`src/design/rmd_pkg.sv`:
```
// ---------------------------------------------------------------------------
// rmd_pkg
// shared widths, codes and types of the rate monotonic dispatcher
// ---------------------------------------------------------------------------
package rmd_pkg;

    localparam int TASK_SLOTS_DEF = 8;
    localparam int PERIOD_REGS    = 7;
    localparam int TIME_W         = 32;
    localparam int PERIOD_W       = 16;
    localparam int TASK_IDX_W     = 3;
    localparam int COUNT_W        = 4;
    localparam int MISS_W         = 8;
    localparam int CFG_IDX_W      = 3;
    localparam int CFG_DATA_W     = 16;
    localparam int STEP_CNT_W     = 5;

    localparam logic OP_TICK = 1'b0;
    localparam logic OP_DONE = 1'b1;

    localparam logic [CFG_IDX_W-1:0] REG_TASK_COUNT = 3'd0;

    // entry zero is the idle entry and always reads zero
    typedef logic [PERIOD_REGS:0][PERIOD_W-1:0] period_array_t;

    typedef struct packed {
        logic done;
        logic zero;
    } mod_status_t;

    typedef enum logic [2:0] {
        ST_IDLE,
        ST_SCAN,
        ST_DIV,
        ST_PICK,
        ST_DONE
    } state_t;

endpackage

```
`src/design/rmd_in_if.sv`:
```
// ---------------------------------------------------------------------------
// rmd_in_if
// input channel: tick or completion transaction
// ---------------------------------------------------------------------------
interface rmd_in_if;
    logic                        valid;
    logic                        ready;
    logic                        op;
    logic [rmd_pkg::TIME_W-1:0]  time_now;
    logic [rmd_pkg::TASK_IDX_W-1:0] done_task;

    modport source (output valid, op, time_now, done_task, input ready);
    modport sink   (input valid, op, time_now, done_task, output ready);
endinterface

```
`src/design/rmd_out_if.sv`:
```
// ---------------------------------------------------------------------------
// rmd_out_if
// output channel: chosen task and deadline-miss mask
// ---------------------------------------------------------------------------
interface rmd_out_if;
    logic                           valid;
    logic                           ready;
    logic [rmd_pkg::TASK_IDX_W-1:0] next_task;
    logic [rmd_pkg::MISS_W-1:0]     miss_mask;

    modport source (output valid, next_task, miss_mask, input ready);
    modport sink   (input valid, next_task, miss_mask, output ready);
endinterface

```
`src/design/rate_monotonic_dispatcher_core.sv`:
```
// ---------------------------------------------------------------------------
// rate_monotonic_dispatcher_core
// periodic-task dispatcher with a shared bit-serial remainder unit
// ---------------------------------------------------------------------------
// in_ch carries one transaction per tick or task completion; out_ch returns
// exactly one transaction per input: the released task with the shortest
// period (ties to the lower index, 0 idle) and the deadline-miss mask.
// a tick walks tasks 1 .. min(task_count, TASK_SLOTS)-1 one at a time; each
// task with a nonzero period goes through the remainder unit (32 steps plus
// issue and check), zero-period tasks skip it. the choice is then made by a
// compare pass of one task per cycle; a completion goes straight to this
// pass. in_ch.ready is high only between transactions, from the cycle after
// the result is loaded. results sit in an output register, so a new input
// is taken while the last result waits; if the receiver stalls, the next
// result waits in the sequencer until the output register drains. reset
// clears the task count, the periods and all released flags. configuration
// is to be written only while the block is idle; the block itself does not
// enforce this.
// ---------------------------------------------------------------------------
module rate_monotonic_dispatcher_core #(
    parameter int TASK_SLOTS = rmd_pkg::TASK_SLOTS_DEF
) (
    input  logic                           clk,
    input  logic                           rst_n,
    rmd_in_if.sink                         in_ch,
    rmd_out_if.source                      out_ch,
    input  logic                           cfg_we,
    input  logic [rmd_pkg::CFG_IDX_W-1:0]  cfg_index,
    input  logic [rmd_pkg::CFG_DATA_W-1:0] cfg_wdata
);

    localparam int IDX_W = (TASK_SLOTS > 1) ? $clog2(TASK_SLOTS) : 1;
    localparam logic [rmd_pkg::COUNT_W-1:0] SLOTS = rmd_pkg::COUNT_W'(TASK_SLOTS);
    localparam logic [rmd_pkg::COUNT_W-1:0] FIRST_TASK = rmd_pkg::COUNT_W'(1);

    rmd_pkg::state_t                 state_reg, state_next;
    logic [rmd_pkg::COUNT_W-1:0]     idx_reg, idx_next;
    logic [rmd_pkg::TIME_W-1:0]      time_reg, time_next;
    logic [TASK_SLOTS-1:0]           flags_reg, flags_next;
    logic [rmd_pkg::MISS_W-1:0]      miss_reg, miss_next;
    logic [rmd_pkg::TASK_IDX_W-1:0]  best_reg, best_next;
    logic [rmd_pkg::PERIOD_W-1:0]    best_per_reg, best_per_next;
    logic                            out_valid_reg, out_valid_next;
    logic [rmd_pkg::TASK_IDX_W-1:0]  out_task_reg, out_task_next;
    logic [rmd_pkg::MISS_W-1:0]      out_miss_reg, out_miss_next;

    logic [rmd_pkg::COUNT_W-1:0]     task_count;
    rmd_pkg::period_array_t          periods;
    logic [rmd_pkg::COUNT_W-1:0]     limit;
    logic [rmd_pkg::PERIOD_W-1:0]    cur_period;
    logic                            cur_flag;
    logic                            idx_end;
    logic                            in_fire;
    logic                            out_free;
    logic                            mod_start;
    rmd_pkg::mod_status_t            mod_status;

    rmd_cfg_regs u_cfg (
        .clk        (clk),
        .rst_n      (rst_n),
        .cfg_we     (cfg_we),
        .cfg_index  (cfg_index),
        .cfg_wdata  (cfg_wdata),
        .task_count (task_count),
        .periods    (periods)
    );

    rmd_mod_unit u_mod (
        .clk      (clk),
        .rst_n    (rst_n),
        .start    (mod_start),
        .dividend (time_reg),
        .divisor  (cur_period),
        .status   (mod_status)
    );

    assign limit      = (task_count > SLOTS) ? SLOTS : task_count;
    assign idx_end    = (idx_reg >= limit);
    assign cur_period = periods[idx_reg[rmd_pkg::TASK_IDX_W-1:0]];
    assign cur_flag   = flags_reg[idx_reg[IDX_W-1:0]];
    assign in_fire    = in_ch.valid && in_ch.ready;
    assign out_free   = !out_valid_reg || out_ch.ready;

    // next state
    always_comb
    begin
        state_next = state_reg;
        unique case (state_reg)
            rmd_pkg::ST_IDLE:
            begin
                if (in_fire)
                begin
                    state_next = (in_ch.op == rmd_pkg::OP_DONE) ? rmd_pkg::ST_PICK
                                                                : rmd_pkg::ST_SCAN;
                end
            end
            rmd_pkg::ST_SCAN:
            begin
                priority if (idx_end)
                    state_next = rmd_pkg::ST_PICK;
                else if (cur_period != '0)
                    state_next = rmd_pkg::ST_DIV;
            end
            rmd_pkg::ST_DIV:
            begin
                if (mod_status.done)
                    state_next = rmd_pkg::ST_SCAN;
            end
            rmd_pkg::ST_PICK:
            begin
                if (idx_end)
                    state_next = rmd_pkg::ST_DONE;
            end
            rmd_pkg::ST_DONE:
            begin
                if (out_free)
                    state_next = rmd_pkg::ST_IDLE;
            end
            default:
            begin
                state_next = rmd_pkg::ST_IDLE;
            end
        endcase
    end

    // datapath and handshake
    always_comb
    begin
        idx_next       = idx_reg;
        time_next      = time_reg;
        flags_next     = flags_reg;
        miss_next      = miss_reg;
        best_next      = best_reg;
        best_per_next  = best_per_reg;
        out_task_next  = out_task_reg;
        out_miss_next  = out_miss_reg;
        out_valid_next = out_valid_reg && !out_ch.ready;
        in_ch.ready    = 1'b0;
        mod_start      = 1'b0;
        unique case (state_reg)
            rmd_pkg::ST_IDLE:
            begin
                in_ch.ready = 1'b1;
                if (in_fire)
                begin
                    time_next     = in_ch.time_now;
                    idx_next      = FIRST_TASK;
                    miss_next     = '0;
                    best_next     = '0;
                    best_per_next = '0;
                    if (in_ch.op == rmd_pkg::OP_DONE &&
                        rmd_pkg::COUNT_W'(in_ch.done_task) < SLOTS)
                    begin
                        flags_next[in_ch.done_task[IDX_W-1:0]] = 1'b0;
                    end
                end
            end
            rmd_pkg::ST_SCAN:
            begin
                priority if (idx_end)
                    idx_next = FIRST_TASK;
                else if (cur_period != '0)
                    mod_start = 1'b1;
                else
                    idx_next = idx_reg + 1'b1;
            end
            rmd_pkg::ST_DIV:
            begin
                if (mod_status.done)
                begin
                    if (mod_status.zero)
                    begin
                        if (cur_flag)
                            miss_next[idx_reg[rmd_pkg::TASK_IDX_W-1:0]] = 1'b1;
                        flags_next[idx_reg[IDX_W-1:0]] = 1'b1;
                    end
                    idx_next = idx_reg + 1'b1;
                end
            end
            rmd_pkg::ST_PICK:
            begin
                if (!idx_end)
                begin
                    if (cur_flag && (best_reg == '0 || cur_period < best_per_reg))
                    begin
                        best_next     = idx_reg[rmd_pkg::TASK_IDX_W-1:0];
                        best_per_next = cur_period;
                    end
                    idx_next = idx_reg + 1'b1;
                end
            end
            rmd_pkg::ST_DONE:
            begin
                if (out_free)
                begin
                    out_valid_next = 1'b1;
                    out_task_next  = best_reg;
                    out_miss_next  = miss_reg;
                end
            end
            default:
            begin
                in_ch.ready = 1'b0;
            end
        endcase
    end

    always_ff @(posedge clk or negedge rst_n)
    begin
        if (!rst_n)
        begin
            state_reg     <= rmd_pkg::ST_IDLE;
            idx_reg       <= '0;
            flags_reg     <= '0;
            out_valid_reg <= 1'b0;
        end
        else
        begin
            state_reg     <= state_next;
            idx_reg       <= idx_next;
            flags_reg     <= flags_next;
            out_valid_reg <= out_valid_next;
        end
    end

    always_ff @(posedge clk)
    begin
        time_reg     <= time_next;
        miss_reg     <= miss_next;
        best_reg     <= best_next;
        best_per_reg <= best_per_next;
        out_task_reg <= out_task_next;
        out_miss_reg <= out_miss_next;
    end

    assign out_ch.valid     = out_valid_reg;
    assign out_ch.next_task = out_task_reg;
    assign out_ch.miss_mask = out_miss_reg;

endmodule

```
`src/design/rmd_cfg_regs.sv`:
```
// ---------------------------------------------------------------------------
// rmd_cfg_regs
// task count and period registers behind the plain write port
// ---------------------------------------------------------------------------
module rmd_cfg_regs (
    input  logic                               clk,
    input  logic                               rst_n,
    input  logic                               cfg_we,
    input  logic [rmd_pkg::CFG_IDX_W-1:0]      cfg_index,
    input  logic [rmd_pkg::CFG_DATA_W-1:0]     cfg_wdata,
    output logic [rmd_pkg::COUNT_W-1:0]        task_count,
    output rmd_pkg::period_array_t             periods
);

    logic [rmd_pkg::COUNT_W-1:0] task_count_reg;
    rmd_pkg::period_array_t      periods_reg;

    always_ff @(posedge clk or negedge rst_n)
    begin
        if (!rst_n)
        begin
            task_count_reg <= '0;
            periods_reg    <= '0;
        end
        else if (cfg_we)
        begin
            if (cfg_index == rmd_pkg::REG_TASK_COUNT)
            begin
                task_count_reg <= cfg_wdata[rmd_pkg::COUNT_W-1:0];
            end
            else
            begin
                periods_reg[cfg_index] <= cfg_wdata[rmd_pkg::PERIOD_W-1:0];
            end
        end
    end

    assign task_count = task_count_reg;
    assign periods    = periods_reg;

endmodule

```
`src/design/rmd_mod_unit.sv`:
```
// ---------------------------------------------------------------------------
// rmd_mod_unit
// bit-serial restoring remainder, one dividend bit per cycle
// ---------------------------------------------------------------------------
module rmd_mod_unit (
    input  logic                              clk,
    input  logic                              rst_n,
    input  logic                              start,
    input  logic [rmd_pkg::TIME_W-1:0]        dividend,
    input  logic [rmd_pkg::PERIOD_W-1:0]      divisor,
    output rmd_pkg::mod_status_t              status
);

    localparam logic [rmd_pkg::STEP_CNT_W-1:0] LAST_STEP = rmd_pkg::STEP_CNT_W'(rmd_pkg::TIME_W - 1);

    logic [rmd_pkg::PERIOD_W-1:0]   rem_reg, rem_next;
    logic [rmd_pkg::TIME_W-1:0]     dvd_reg, dvd_next;
    logic [rmd_pkg::PERIOD_W-1:0]   div_reg, div_next;
    logic [rmd_pkg::STEP_CNT_W-1:0] cnt_reg, cnt_next;
    logic                           run_reg, run_next;
    logic                           done_reg, done_next;
    logic [rmd_pkg::PERIOD_W:0]     trial;

    always_comb
    begin
        trial     = {rem_reg, dvd_reg[rmd_pkg::TIME_W-1]};
        rem_next  = rem_reg;
        dvd_next  = dvd_reg;
        div_next  = div_reg;
        cnt_next  = cnt_reg;
        run_next  = run_reg;
        done_next = 1'b0;
        if (start)
        begin
            rem_next = '0;
            dvd_next = dividend;
            div_next = divisor;
            cnt_next = '0;
            run_next = 1'b1;
        end
        else if (run_reg)
        begin
            // remainder stays below the divisor, so the difference fits
            if (trial >= {1'b0, div_reg})
            begin
                rem_next = rmd_pkg::PERIOD_W'(trial - {1'b0, div_reg});
            end
            else
            begin
                rem_next = trial[rmd_pkg::PERIOD_W-1:0];
            end
            dvd_next = {dvd_reg[rmd_pkg::TIME_W-2:0], 1'b0};
            cnt_next = cnt_reg + 1'b1;
            if (cnt_reg == LAST_STEP)
            begin
                run_next  = 1'b0;
                done_next = 1'b1;
            end
        end
    end

    always_ff @(posedge clk or negedge rst_n)
    begin
        if (!rst_n)
        begin
            run_reg  <= 1'b0;
            done_reg <= 1'b0;
            cnt_reg  <= '0;
        end
        else
        begin
            run_reg  <= run_next;
            done_reg <= done_next;
            cnt_reg  <= cnt_next;
        end
    end

    always_ff @(posedge clk)
    begin
        rem_reg <= rem_next;
        dvd_reg <= dvd_next;
        div_reg <= div_next;
    end

    assign status.done = done_reg;
    assign status.zero = (rem_reg == '0);

endmodule

```
`src/flat_wrapper.sv`:
```
// flat-port wrapper written by rule: the top's interface ports become plain ports
module rate_monotonic_dispatcher_core_flat 
#(
    parameter int TASK_SLOTS = rmd_pkg::TASK_SLOTS_DEF
)
  (clk, rst_n, cfg_we, cfg_index, cfg_wdata, in_ch_valid, in_ch_op, in_ch_time_now, in_ch_done_task, in_ch_ready, out_ch_valid, out_ch_next_task, out_ch_miss_mask, out_ch_ready);
  rmd_in_if in_ch_i ();
  rmd_out_if out_ch_i ();
  input  logic clk;
  input  logic rst_n;
  input  logic cfg_we;
  input  logic [rmd_pkg::CFG_IDX_W-1:0] cfg_index;
  input  logic [rmd_pkg::CFG_DATA_W-1:0] cfg_wdata;
  input wire logic [$bits(in_ch_i.valid)-1:0] in_ch_valid;
  input wire logic [$bits(in_ch_i.op)-1:0] in_ch_op;
  input wire logic [$bits(in_ch_i.time_now)-1:0] in_ch_time_now;
  input wire logic [$bits(in_ch_i.done_task)-1:0] in_ch_done_task;
  output wire logic [$bits(in_ch_i.ready)-1:0] in_ch_ready;
  output wire logic [$bits(out_ch_i.valid)-1:0] out_ch_valid;
  output wire logic [$bits(out_ch_i.next_task)-1:0] out_ch_next_task;
  output wire logic [$bits(out_ch_i.miss_mask)-1:0] out_ch_miss_mask;
  input wire logic [$bits(out_ch_i.ready)-1:0] out_ch_ready;
  assign in_ch_i.valid = in_ch_valid;
  assign in_ch_i.op = in_ch_op;
  assign in_ch_i.time_now = in_ch_time_now;
  assign in_ch_i.done_task = in_ch_done_task;
  assign in_ch_ready = in_ch_i.ready;
  assign out_ch_valid = out_ch_i.valid;
  assign out_ch_next_task = out_ch_i.next_task;
  assign out_ch_miss_mask = out_ch_i.miss_mask;
  assign out_ch_i.ready = out_ch_ready;
  rate_monotonic_dispatcher_core #(.TASK_SLOTS(TASK_SLOTS)) u_core (.clk(clk), .rst_n(rst_n), .in_ch(in_ch_i), .out_ch(out_ch_i), .cfg_we(cfg_we), .cfg_index(cfg_index), .cfg_wdata(cfg_wdata));
endmodule
```
`config.mk`:
```
export PLATFORM = sky130hd
export DESIGN_NAME = rate_monotonic_dispatcher_core_flat
export DESIGN_NICKNAME = d
export VERILOG_FILES = /design/src/design/rmd_pkg.sv /design/src/design/rmd_in_if.sv /design/src/design/rmd_out_if.sv /design/src/design/rate_monotonic_dispatcher_core.sv /design/src/design/rmd_cfg_regs.sv /design/src/design/rmd_mod_unit.sv /design/src/flat_wrapper.sv
export SDC_FILE = /design/constraint.sdc
export NUM_CORES = 1
export LEC_CHECK = 0
export ABC_CLOCK_PERIOD_IN_PS = 4600
export BUFFER_PORTS_ARGS = -buffer_cell sky130_fd_sc_hd__buf_2
export CAP_MARGIN = 20
export CORE_MARGIN = 2
export CORE_UTILIZATION = 35
export CTS_CLUSTER_DIAMETER = 100
export DETAILED_ROUTE_END_ITERATION = 8
export GPL_TIMING_DRIVEN = 1
export SLEW_MARGIN = 5
export SYNTH_ARGS = -nofsm -noshare
export SYNTH_HDL_FRONTEND = slang
export SYNTH_SLANG_ARGS = --single-unit
export TNS_END_PERCENT = 5
```
`constraint.sdc`:
```
create_clock -name clk -period 4.6 [get_ports clk]
set_input_delay 0.23 -clock clk [delete_from_list [all_inputs] [get_ports clk]]
set_output_delay 0.23 -clock clk [all_outputs]
set_load 0.02 [all_outputs]
```
==> results of run 1 <==
==> metal layers <==
| metal | vias to the layer above | part of all wire |
|---|---|---|
| met5 | - | 0 |
| met4 | 0 | 0.029 |
| li1 | 4021 | - |
| met1 | 4289 | 0.46 |
| met2 | 171 | 0.48 |
| met3 | 56 | 0.037 |
==> worst max-delay path: cells and delay by family, from the launching register on <==
kind | cells | cell delay, ns
compound gates | 9 | 1.47
flops | 1 | 0.85
buf+inv | 2 | 0.58
fa+ha+maj | 1 | 0.37
mux | 1 | 0.35
==> kinds of logic after synthesis <==
family                   Yosys count
buffers and inverters            115
AO/OA/AOI/OAI                    152
adder cells (fa/ha/maj)           39
AND/OR/NAND/NOR                  219
XOR/XNOR                          11
multiplexers                     197
flip-flops                       289
==> final timing paths <==
check,end,cells past startpoint,start
setup / recovery,u_core.best_reg[2]$_SDFFCE_PN0P_,13,u_core.idx_reg[1]$_DFFE_PN0P_
hold / removal,u_core.flags_reg[0]$_DFFE_PN0P_,3,in_ch_done_task[2]
setup reg to reg,u_core.best_reg[2]$_SDFFCE_PN0P_,13,u_core.idx_reg[1]$_DFFE_PN0P_
hold reg to reg,u_core.u_cfg.periods[4]$_DFFE_PN0P_,0,u_core.u_cfg.periods[4]$_DFFE_PN0P_
max in group asynchronous,u_core.u_cfg.periods[68]$_DFFE_PN0P_,3,rst_n
min in group asynchronous,u_core.u_cfg.periods[88]$_DFFE_PN0P_,2,rst_n
==> through the flow <==
| stage | power [mW] | std cells | setup WS, ns | area, um2 |
|---|---|---|---|---|
| after floorplan | 7.087 | 1022 | 0.1813 | 13470 |
| after global placement | 8.072 | 1574 | 0.6976 | 14430 |
| after detailed placement | 8.194 | 1575 | 0.6155 | 14460 |
| after CTS | 10.68 | 1682 | 0.5909 | 15950 |
| after global routing | 11.33 | 1682 | 0.3007 | 15950 |
| final | 10.59 | 1682 | 0.6589 | 15950 |
==> layout make-up <==
type | instances | share of cell area
Sequential cell | 289 | 0.4856
Clock inverter | 12 | 0.006275
Inverter | 57 | 0.01357
Timing Repair Buffer | 151 | 0.06942
Clock buffer | 44 | 0.05546
Tap cell | 511 | 0.04008
Multi-Input combinational cell | 618 | 0.3296
==> layout by cell type, fill, tap and decap left out, drive strengths merged, types with 3 or more instances in the layout <==
cell / n
and2: 13
inv: 58
ha: 38
mux2i: 21
a221oi: 11
nor2: 76
o211ai: 9
a21o: 8
dlygate4sd3: 51
nand2b: 7
o21ai: 21
buf: 100
nor3: 16
and3: 10
o21a: 5
nand3: 14
nand4: 11
o22ai: 7
a31oi: 10
a211oi: 19
nand2: 37
o211a: 3
nor3b: 3
dfrtp: 155
xnor2: 9
nor4: 5
mux4: 18
nand4b: 3
or3: 5
clkinv: 8
mux2: 158
edfxtp: 118
clkbuf: 44
a22oi: 5
nor2b: 11
a211o: 6
dfxtp: 16
a21oi: 28
a311oi: 3
==> power breakdown <==
| group | leakage, nW | switching (mW) | internal, mW |
|---|---|---|---|
| Clock | 0.477 | 1.00 | 1.39 |
| Combinational | 3.04 | 2.18 | 1.90 |
| Sequential | 3.16 | 0.494 | 3.62 |
| Total | 6.68 | 3.68 | 6.91 |
==> impl_summary.log, run 1 <==
INFO  metric grt_start_max_net_pins = 68
INFO  metric report.final.slew_viol_count = 0
INFO  metric cts-hold-fix-buffers = 51
INFO  metric ys_seq_area_frac = 0.5747
INFO  metric period_minus_slack = 3.941 ns
INFO  metric cp.required = 4.86 ns
INFO  metric portBuffers = 72
INFO  metric utilization = 0.4225
INFO  metric cp_data_arrival_time = 4.20 ns
INFO  metric min_path_type = in -> reg
INFO  metric vias = 8537
INFO  metric synthesis.area = 13470 um2
INFO  metric gr_ovfl_total = 0
INFO  metric synth.area.mux_share = 0.1858
INFO  metric cts_made_buffers = 30
INFO  metric post_synth_xor_area_fraction = 0.007151
INFO  metric setup.worst_path.class = reg -> reg
INFO  metric register_area = 7745 um2
INFO  metric post_cts_buffers = 0
INFO  metric grt_pass1_wl = 49.83 mm
INFO  metric postCtsResizedCells = 0
INFO  metric main_combinational_cell_family_by_area_after_synthesis = multiplexers
INFO  metric cts-root-buf = clkbuf_16
INFO  metric synth_top_flop_cell = dfrtp_1
INFO  metric largest_register_ff_count = 128
INFO  metric initial_core_utilization = 0.3569
INFO  metric rsz0062_at_grt = false
INFO  metric ys_seq_elements = 289
INFO  metric worst_slew_pin_slew = 0.9817 ns
INFO  metric depth_of_the_cts_h_tree = 1
INFO  metric drive_above_1_share = 0.2792
INFO  metric grt_use_met2 = 0.2525
INFO  metric routed_via_density = 5.076
INFO  metric wire_per_inst = 18.17 um
INFO  metric routed_wl = 30.56 mm
INFO  metric maximum_number_of_buffers_from_clock_root_to_sink = 3
INFO  metric cpPeakStageDelay = 0.85 ns
INFO  metric drc = 0
INFO  metric async_flop_share = 0.5363
INFO  metric drt-initial-drc-count = 514
INFO  metric final_hold_viol_count = 0
INFO  metric yosysWarnings = 0
INFO  metric finalNetCount = 1246
INFO  metric netlist_instances = 1022
INFO  metric clock-skew-final = 0.02344 ns
INFO  metric grt_pass1_vias = 8958
INFO  metric avgSynthCellArea = 13.18 um2
INFO  metric cts.sink_count = 289
INFO  metric post-synth-top-area-cell = dfrtp_1
INFO  metric r2r_slack = 0.66 ns
INFO  metric route.antenna.remaining_nets = 0
INFO  metric netlist_top_cells_count = 155 x dfrtp_1, 121 x mux2_2, 118 x edfxtp_1
INFO  metric dp_wirelength = 20.15 mm
INFO  metric worst_path_max_delay_cell = dfrtp_2
INFO  metric postSynthNetCount = 1121
INFO  metric dieWidth = 200.2 um
INFO  metric yosys-top-cells-area = dfrtp_1 29%, edfxtp_1 26%, mux2_2 10%, ha_1 3.5%, mux2_4 3.2%
INFO  metric yosysMostFrequentCell = dfrtp_1
INFO  metric worstPathMaxFanout = 24
INFO  metric global_route.usage.met3 = 0.02717
INFO  metric worst_setup_hold_path_clk_slew = 0.06 ns
INFO  metric grt.met1_usage = 0.2064
INFO  metric synthAdderAreaFrac = 0.03678
INFO  metric complex_gate_fraction_of_the_synthesized_area = 0.07782
INFO  metric total_die_area = 40080 um2
INFO  metric multiInputGateArea = 5258 um2
INFO  metric run_status = finished clean
INFO  metric slew_headroom = 0.3455
INFO  metric finalWeightedCongestion = 0.8425
INFO  metric grt_util_overall = 0.1536
INFO  metric tritoncts = done
INFO  metric cellLeakagePower = 6.677 nW
INFO  metric max_cap_violations = 0
INFO  metric synth_cell_type_count = 70
INFO  metric fp.coreArea = 37760 um2
INFO  metric synth.top_cell.area_share = 0.2879
INFO  metric fill_cells = 3490
INFO  metric grt_antenna_before_repair = 0
INFO  metric core.rowCount = 71
INFO  metric floorplan.io_pins = 73
INFO  metric critical_path.endpoint_type = register
INFO  metric area_growth = 18.39%
INFO  metric critical_path.startpoint_type = register
INFO  metric clk_latency = 0.57 ns
INFO  metric timing.critical_path.cells = buf_4 > mux2_1 > a221oi_1 > o22ai_1 > ha_1 > a21o_1 > a21o_1 > a21oi_1 > o211ai_1 > o211ai_1 > a31oi_1 > o21ai_1 > buf_4
INFO  metric peakVddDrop = 0.3166 mV
INFO  metric finalHoldWorstSlack = 0.03939 ns
INFO  metric dr.pass1.iters = 5
INFO  metric synthSimpleGateAreaFrac = 0.08154
INFO  metric synth-edff-count = 118
INFO  metric period_share = 0.8568
INFO  metric insertedDiodeCount = 0
INFO  metric die_h = 200.2 um
INFO  metric setup_total_negative_slack = 0 ns
INFO  metric cellPowerDensity = 664.2 nW/um2
INFO  metric achievable-frequency = 253.7 MHz
INFO  metric finalSetupViolations = 0
INFO  metric top_usage_layer = met2
Power figures use the tool's default switching activity.
==> run 2: changes to the inputs <==
Settings changed: SETUP_SLACK_MARGIN from default to 0.15, SYNTH_HIERARCHICAL from default to 1.
==> impl_summary.log, run 2 <==
INFO  metric period_share = 0.8368
INFO  metric cts-root-buf = clkbuf_16
INFO  metric clock-skew-final = 0.02226 ns
INFO  metric dp_wirelength = 19.92 mm
INFO  metric utilization = 0.4148
INFO  metric grt_pass1_wl = 48.81 mm
INFO  metric final_hold_viol_count = 0
INFO  metric synth_top_flop_cell = dfrtp_1
INFO  metric maximum_number_of_buffers_from_clock_root_to_sink = 3
INFO  metric core.rowCount = 72
INFO  metric setup.worst_path.class = reg -> reg
INFO  metric period_minus_slack = 3.849 ns
INFO  metric grt_pass1_vias = 8692
INFO  metric yosysMostFrequentCell = dfrtp_1
INFO  metric postSynthNetCount = 1139
INFO  metric max_cap_violations = 0
INFO  metric sw_frac_of_total = 0.3541
INFO  metric largest_register_ff_count = 128
INFO  metric cp_data_arrival_time = 4.05 ns
INFO  metric drc = 0
INFO  metric dieWidth = 202.7 um
INFO  metric worst_setup_hold_path_clk_slew = 0.06 ns
INFO  metric run_status = finished clean
INFO  metric fill_cells = 3610
INFO  metric post-synth-top-area-cell = dfrtp_1
INFO  metric layout.cells.most_common = dfrtp_1
INFO  metric avgSynthCellArea = 13.29 um2
INFO  metric cp.required = 4.80 ns
INFO  metric drive_above_1_share = 0.2953
INFO  metric finalSetupViolations = 0
INFO  metric postCtsResizedCells = 0
INFO  metric route.antenna.remaining_nets = 0
INFO  metric ys_seq_elements = 289
INFO  metric netlist_instances = 1040
INFO  metric post_cts_buffers = 0
INFO  metric finalNetCount = 1239
INFO  metric gr_ovfl_total = 0
INFO  metric fp.coreArea = 38830 um2
INFO  metric cts_made_buffers = 34
INFO  metric cellPowerDensity = 686.7 nW/um2
INFO  metric synthesis.area = 13820 um2
INFO  metric power.internal = 7.145 mW
INFO  metric finalWeightedCongestion = 0.8349
INFO  metric synth-edff-count = 118
INFO  metric worst_slew_pin_slew = 0.7897 ns
INFO  metric p_sw = 3.916 mW
INFO  metric yosysWarnings = 6
INFO  metric floorplan.io_pins = 73
INFO  metric global_route.usage.met3 = 0.03274
INFO  metric critical_path.startpoint_type = register
INFO  metric routed_via_density = 5.099
INFO  metric slew_headroom = 0.4723
INFO  metric worstPathMaxFanout = 19
INFO  metric top_usage_layer = met2
INFO  metric combinationalPowerShare = 0.390
INFO  metric grt.met1_usage = 0.2037
INFO  metric grt_start_max_net_pins = 78
INFO  metric dr.pass1.iters = 5
INFO  metric async_flop_share = 0.5363
INFO  metric netlist_top_cells_count = 155 x dfrtp_1, 124 x mux2_2, 118 x edfxtp_1
INFO  metric setup_total_negative_slack = 0 ns
INFO  metric achievable-frequency = 259.8 MHz
INFO  metric initial_core_utilization = 0.3560
INFO  metric drt-initial-drc-count = 612
INFO  metric area_growth = 16.52%
INFO  metric power_frac_seq = 0.376
INFO  metric ys_seq_area_frac = 0.5601
INFO  metric report.final.slew_viol_count = 0
INFO  metric grt_util_overall = 0.1499
INFO  metric yosys-top-cells-area = dfrtp_1 28%, edfxtp_1 26%, mux2_2 10%, mux4_2 3.6%, ha_1 3.4%
INFO  metric cellLeakagePower = 6.720 nW
INFO  metric grt_use_met2 = 0.2403
INFO  metric tritoncts = done
INFO  metric portBuffers = 72
INFO  metric grt_antenna_before_repair = 2
INFO  metric synth.top_cell.area_share = 0.2806
INFO  metric share_clk_of_total_power = 0.234
INFO  metric cts.sink_count = 289
INFO  metric depth_of_the_cts_h_tree = 2
INFO  metric synth_cell_type_count = 77
INFO  metric rsz0062_at_grt = false
INFO  metric min_path_type = in -> reg
INFO  metric layout.cells.most_common_list = 153 x dfrtp_1, 124 x mux2_2, 118 x edfxtp_1, 71 x buf_2, 61 x nor2_1
INFO  metric critical_path.endpoint_type = register
INFO  metric die_h = 202.7 um
INFO  metric total_die_area = 41100 um2
INFO  metric wire_per_inst = 17.97 um
INFO  metric clk_latency = 0.54 ns
INFO  metric cts-hold-fix-buffers = 39
INFO  metric peakVddDrop = 0.3218 mV
INFO  metric vias = 8586
INFO  metric routed_wl = 30.26 mm
-- run 2: final timing paths --
| kind | startpoint | to | slack (ns) | cells past startpoint |
|---|---|---|---|---|
| min | cfg_wdata[13] | u_core/u_cfg/periods[77]$_DFFE_PN0P_ | 0.03 | 2 |
| max in group asynchronous | rst_n | u_core/idx_reg[2]$_DFFE_PN0P_ | 3.21 | 3 |
| min in group asynchronous | rst_n | u_core/u_cfg/periods[80]$_DFFE_PN0P_ | 0.31 | 2 |
| min reg2reg | u_core/u_cfg/periods[15]$_DFFE_PN0P_ | u_core/u_cfg/periods[15]$_DFFE_PN0P_ | 0.37 | 0 |
| max | u_core/idx_reg[2]$_DFFE_PN0P_ | u_core/best_per_reg[10]$_SDFFCE_PN0P_ | 0.75 | 12 |
| max reg2reg | u_core/idx_reg[2]$_DFFE_PN0P_ | u_core/best_per_reg[10]$_SDFFCE_PN0P_ | 0.75 | 12 |
-- run 2: cells by family (layout without fill, tap and decap cells) --
logic type | after synthesis | count (layout) | share of synthesized area
buf+inv | 123 | 248 | 0.04390
xor+xnor | 9 | 9 | 0.005702
mux | 196 | 196 | 0.1839
simple gates | 225 | 225 | 0.09097
compound gates | 159 | 159 | 0.07956
other cells | 0 | 1 | 0
flops | 289 | 289 | 0.5601
fa+ha+maj | 39 | 39 | 0.03584
-- run 2: power groups by stage --
stage               clock network [mW]  logic, mW  registers, mW
floorplan                            0       3.36           4.00
global placement                     0       4.21           4.19
detailed placement                   0       4.28           4.20
CTS                               2.68       4.33           4.16
global route                      2.78       4.78           4.25
finish                            2.59       4.31           4.16
-- run 2: critical path, cell delays in order (launching register included) --
cell and delay, ns:
dfrtp_2 0.64, mux2_2 0.39, a222oi_1 0.34, o21ai_0 0.29
ha_1 0.36, a21o_1 0.18, a21o_1 0.16, a21o_1 0.17
a21o_1 0.17, a211oi_1 0.23, o211ai_1 0.13, a22oi_1 0.16
buf_4 0.29
-- run 2: metrics by stage --
stage	power [mW]	cell area, um2	setup WS (ns)	hold WS [ns]	instances
final	11.06	16110	0.7506	0.02963	1684
after floorplan	7.356	13820	0.2263	-0.06559	1040
after global routing	11.81	16110	0.5157	0.01773	1684
after detailed placement	8.480	14640	0.7709	0.3184	1583
after CTS	11.17	16100	0.7399	0.0001879	1683
after global placement	8.399	14640	0.7970	0.3229	1583
-- run 2: metal layers --
metal / part of all wire / up-vias
met5: 0.00043 / -
met4: 0.018 / 2
met3: 0.048 / 38
met2: 0.47 / 160
met1: 0.46 / 4320
li1: - / 4066
-- run 2: final cells by class --
cell class,instances,area (um2),area share
Sequential cell,289,7745,0.4809
Clock inverter,14,120.1,0.007457
Tap cell,518,648.1,0.04024
Inverter,52,195.2,0.01212
Clock buffer,47,950.9,0.05904
Multi-Input combinational cell,628,5483,0.3404
Antenna cell,1,2.502,0.0001554
Timing Repair Buffer,135,962.2,0.05974
==> run 3: changes to the inputs <==
Settings changed: ABC_CLOCK_PERIOD_IN_PS 4600 to 3200.
Clock period 4.6 ns to 3.2 ns, I/O delays scaled along.
==> impl_summary.log, run 3 (synthesized netlist as in run 2, its figures left out) <==
INFO  metric critical_path.endpoint_type = register
INFO  metric cts.sink_count = 289
INFO  metric area_growth = 23.25%
INFO  metric routed_via_density = 5.091
INFO  metric final_hold_viol_count = 0
INFO  metric routed_wl = 31.65 mm
INFO  metric worst_setup_hold_path_clk_slew = 0.06 ns
INFO  metric failed_checks = negative setup slack
INFO  metric critical_path.startpoint_type = register
INFO  metric combinationalPowerShare = 0.437
INFO  metric sw_frac_of_total = 0.3468
INFO  metric cp.required = 3.41 ns
INFO  metric finalWeightedCongestion = 0.8703
INFO  metric clk_latency = 0.53 ns
INFO  metric achievable-frequency = 301.9 MHz
INFO  metric grt_util_overall = 0.1550
INFO  metric final.setup.worst_slack = -0.1122 ns
INFO  metric finalSetupViolations = 19
INFO  metric portBuffers = 72
INFO  metric dr.pass1.iters = 5
INFO  metric depth_of_the_cts_h_tree = 2
INFO  metric r2r_slack = -0.11 ns
INFO  metric initial_core_utilization = 0.3560
INFO  metric vias = 9006
INFO  metric core.rowCount = 72
INFO  metric die_h = 202.7 um
INFO  metric slew_headroom = 0.4050
INFO  metric grt_pass1_wl = 50.81 mm
INFO  metric max_cap_violations = 0
INFO  metric drt-initial-drc-count = 499
INFO  metric dieWidth = 202.7 um
INFO  metric finalHoldWorstSlack = 0.01068 ns
INFO  metric total_die_area = 41100 um2
INFO  metric cellLeakagePower = 7.197 nW
INFO  metric finalNetCount = 1325
INFO  metric cp_data_arrival_time = 3.52 ns
INFO  metric drc = 0
INFO  metric p_sw = 5.990 mW
INFO  metric rr_endpoint = u_core/best_reg[0]$_SDFFCE_PN0P_
INFO  metric period_minus_slack = 3.312 ns
INFO  metric insertedDiodeCount = 0
INFO  metric dp_wirelength = 21.40 mm
INFO  metric rsz0062_at_grt = true
INFO  metric route.antenna.remaining_nets = 0
INFO  metric clock-skew-final = 0.02612 ns
INFO  metric hold-path-endpoint = u_core/u_cfg/periods[38]$_DFFE_PN0P_
INFO  metric worstPathMaxFanout = 11
INFO  metric period_share = 1.035
INFO  metric maximum_number_of_buffers_from_clock_root_to_sink = 3
INFO  metric grt_start_max_net_pins = 86
INFO  metric share_clk_of_total_power = 0.221
INFO  metric cts_made_buffers = 34
INFO  metric power.internal = 11.28 mW
INFO  metric worst_path_max_delay_cell = o211ai_1
INFO  metric min_path_cells = 2
INFO  metric peakVddDrop = 0.4099 mV
INFO  metric floorplan.io_pins = 73
INFO  metric grt_pass1_vias = 9169
INFO  metric tritoncts = done
INFO  metric gr_ovfl_total = 0
INFO  metric report.final.slew_viol_count = 0
INFO  metric min_path_type = in -> reg
INFO  metric grt_antenna_before_repair = 0
INFO  metric utilization = 0.4388
INFO  metric power_frac_seq = 0.342
INFO  metric worst_hold_startpoint = cfg_wdata[6]
INFO  metric setup.worst_path.class = reg -> reg
INFO  metric cellPowerDensity = 1014 nW/um2
INFO  metric largest_register_ff_count = 128
INFO  metric wire_per_inst = 17.89 um
INFO  metric r2r.worst_path.cells = 12
INFO  metric fp.coreArea = 38830 um2
INFO  metric post-place-ws = -0.1167 ns
INFO  metric worst_slew_pin_slew = 0.8904 ns
INFO  metric cts-root-buf = clkbuf_16
INFO  metric layout.cells.most_common = dfrtp_1
INFO  metric layout.cells.most_common_list = 153 x dfrtp_1, 123 x mux2_2, 118 x edfxtp_1, 88 x buf_4, 71 x buf_2
INFO  metric p_total = 17.28 mW
INFO  metric timing.critical_path.cells = buf_6 > buf_4 > mux2_2 > a22oi_1 > o211ai_1 > ha_1 > a21oi_1 > nand2b_1 > o21ai_0 > o211ai_1 > a22oi_2 > buf_6
INFO  metric cpPeakStageDelay = 0.55 ns
INFO  metric run_status = complete, but fails checks
INFO  metric worst_flop_to_flop_path_startpoint = u_core/idx_reg[2]$_DFFE_PN0P_
INFO  metric drive_above_1_share = 0.3485
[run 3: changes by cell type in the layout (fill, tap and decap cells not counted), moves of 4 or more]
cell	before	now
buf_12	2	8
buf_4	22	88
clkinv_2	8	4
buf_6	1	5
dlygate4sd3_1	39	49
[run 3: timing repair]
action                                  CTS  global route
pin swaps                                 3            10
hold endpoints to repair                207             0
endpoints found under the setup margin   94            97
hold buffers                             49             0
setup buffers                             0             5
gates resized for setup                  18            15
[run 3: power groups by stage]
stage	registers (mW)	logic, mW	clock network, mW
after floorplan	5.75	4.95	0
after global placement	5.94	6.98	0
after detailed placement	5.97	7.11	0
after CTS	5.91	7.35	3.91
after global routing	6.05	8.28	4.08
final	5.91	7.54	3.82
[run 3: worst max-delay path: cells and delay by family, from the launching register on]
kind                     cells  cell delay, ns
AO/OA/AOI/OAI                6            1.32
AND/OR/NAND/NOR              1            0.08
multiplexers                 1            0.24
adder cells (fa/ha/maj)      1            0.37
flip-flops                   1            0.46
buffers and inverters        3            0.53
[run 3: worst max-delay path by stage]
stage / start / endpoint / slack, ns / depth (start not counted)
finish: u_core/idx_reg[2]$_DFFE_PN0P_ / u_core/best_reg[0]$_SDFFCE_PN0P_ / -0.11 / 12
global route: u_core/idx_reg[2]$_DFFE_PN0P_ / u_core/best_reg[0]$_SDFFCE_PN0P_ / -0.29 / 12
CTS: u_core/idx_reg[2]$_DFFE_PN0P_ / u_core/best_per_reg[9]$_SDFFCE_PN0P_ / -0.08 / 12
detailed placement: u_core/idx_reg[1]$_DFFE_PN0P_ / u_core/best_per_reg[5]$_SDFFCE_PN0P_ / -0.12 / 13
floorplan: u_core/idx_reg[1]$_DFFE_PN0P_ / u_core/best_per_reg[0]$_SDFFCE_PN0P_ / -0.30 / 13
global placement: u_core/idx_reg[2]$_DFFE_PN0P_ / u_core/best_per_reg[14]$_SDFFCE_PN0P_ / -0.04 / 12
[run 3: final cells by class]
cell class | count | area (um2)
Clock buffer | 50 | 983.4
Clock inverter | 11 | 116.4
Timing Repair Buffer | 221 | 1723
Tap cell | 518 | 648.1
Inverter | 52 | 200.2
Sequential cell | 289 | 7745
Fill cell | 3508 | 21790
Multi-Input combinational cell | 628 | 5622
[run 3: metal layers]
metal  vias to the layer above  routed length [um]  track usage
li1                       4244                   -            -
met5                         -                   0            0
met4                         0                 628      0.04041
met3                        48                1140      0.02552
met2                       169               15080       0.2561
met1                      4545               14800       0.2122
[run 3: through the flow]
step	area (um2)	setup TNS (ns)	std cells
after floorplan	13910	-5.759	1040
after global placement	15270	-0.4128	1654
after detailed placement	15270	-1.881	1654
after CTS	16940	-1.189	1764
after global routing	17040	-4.829	1769
final	17040	-1.596	1769
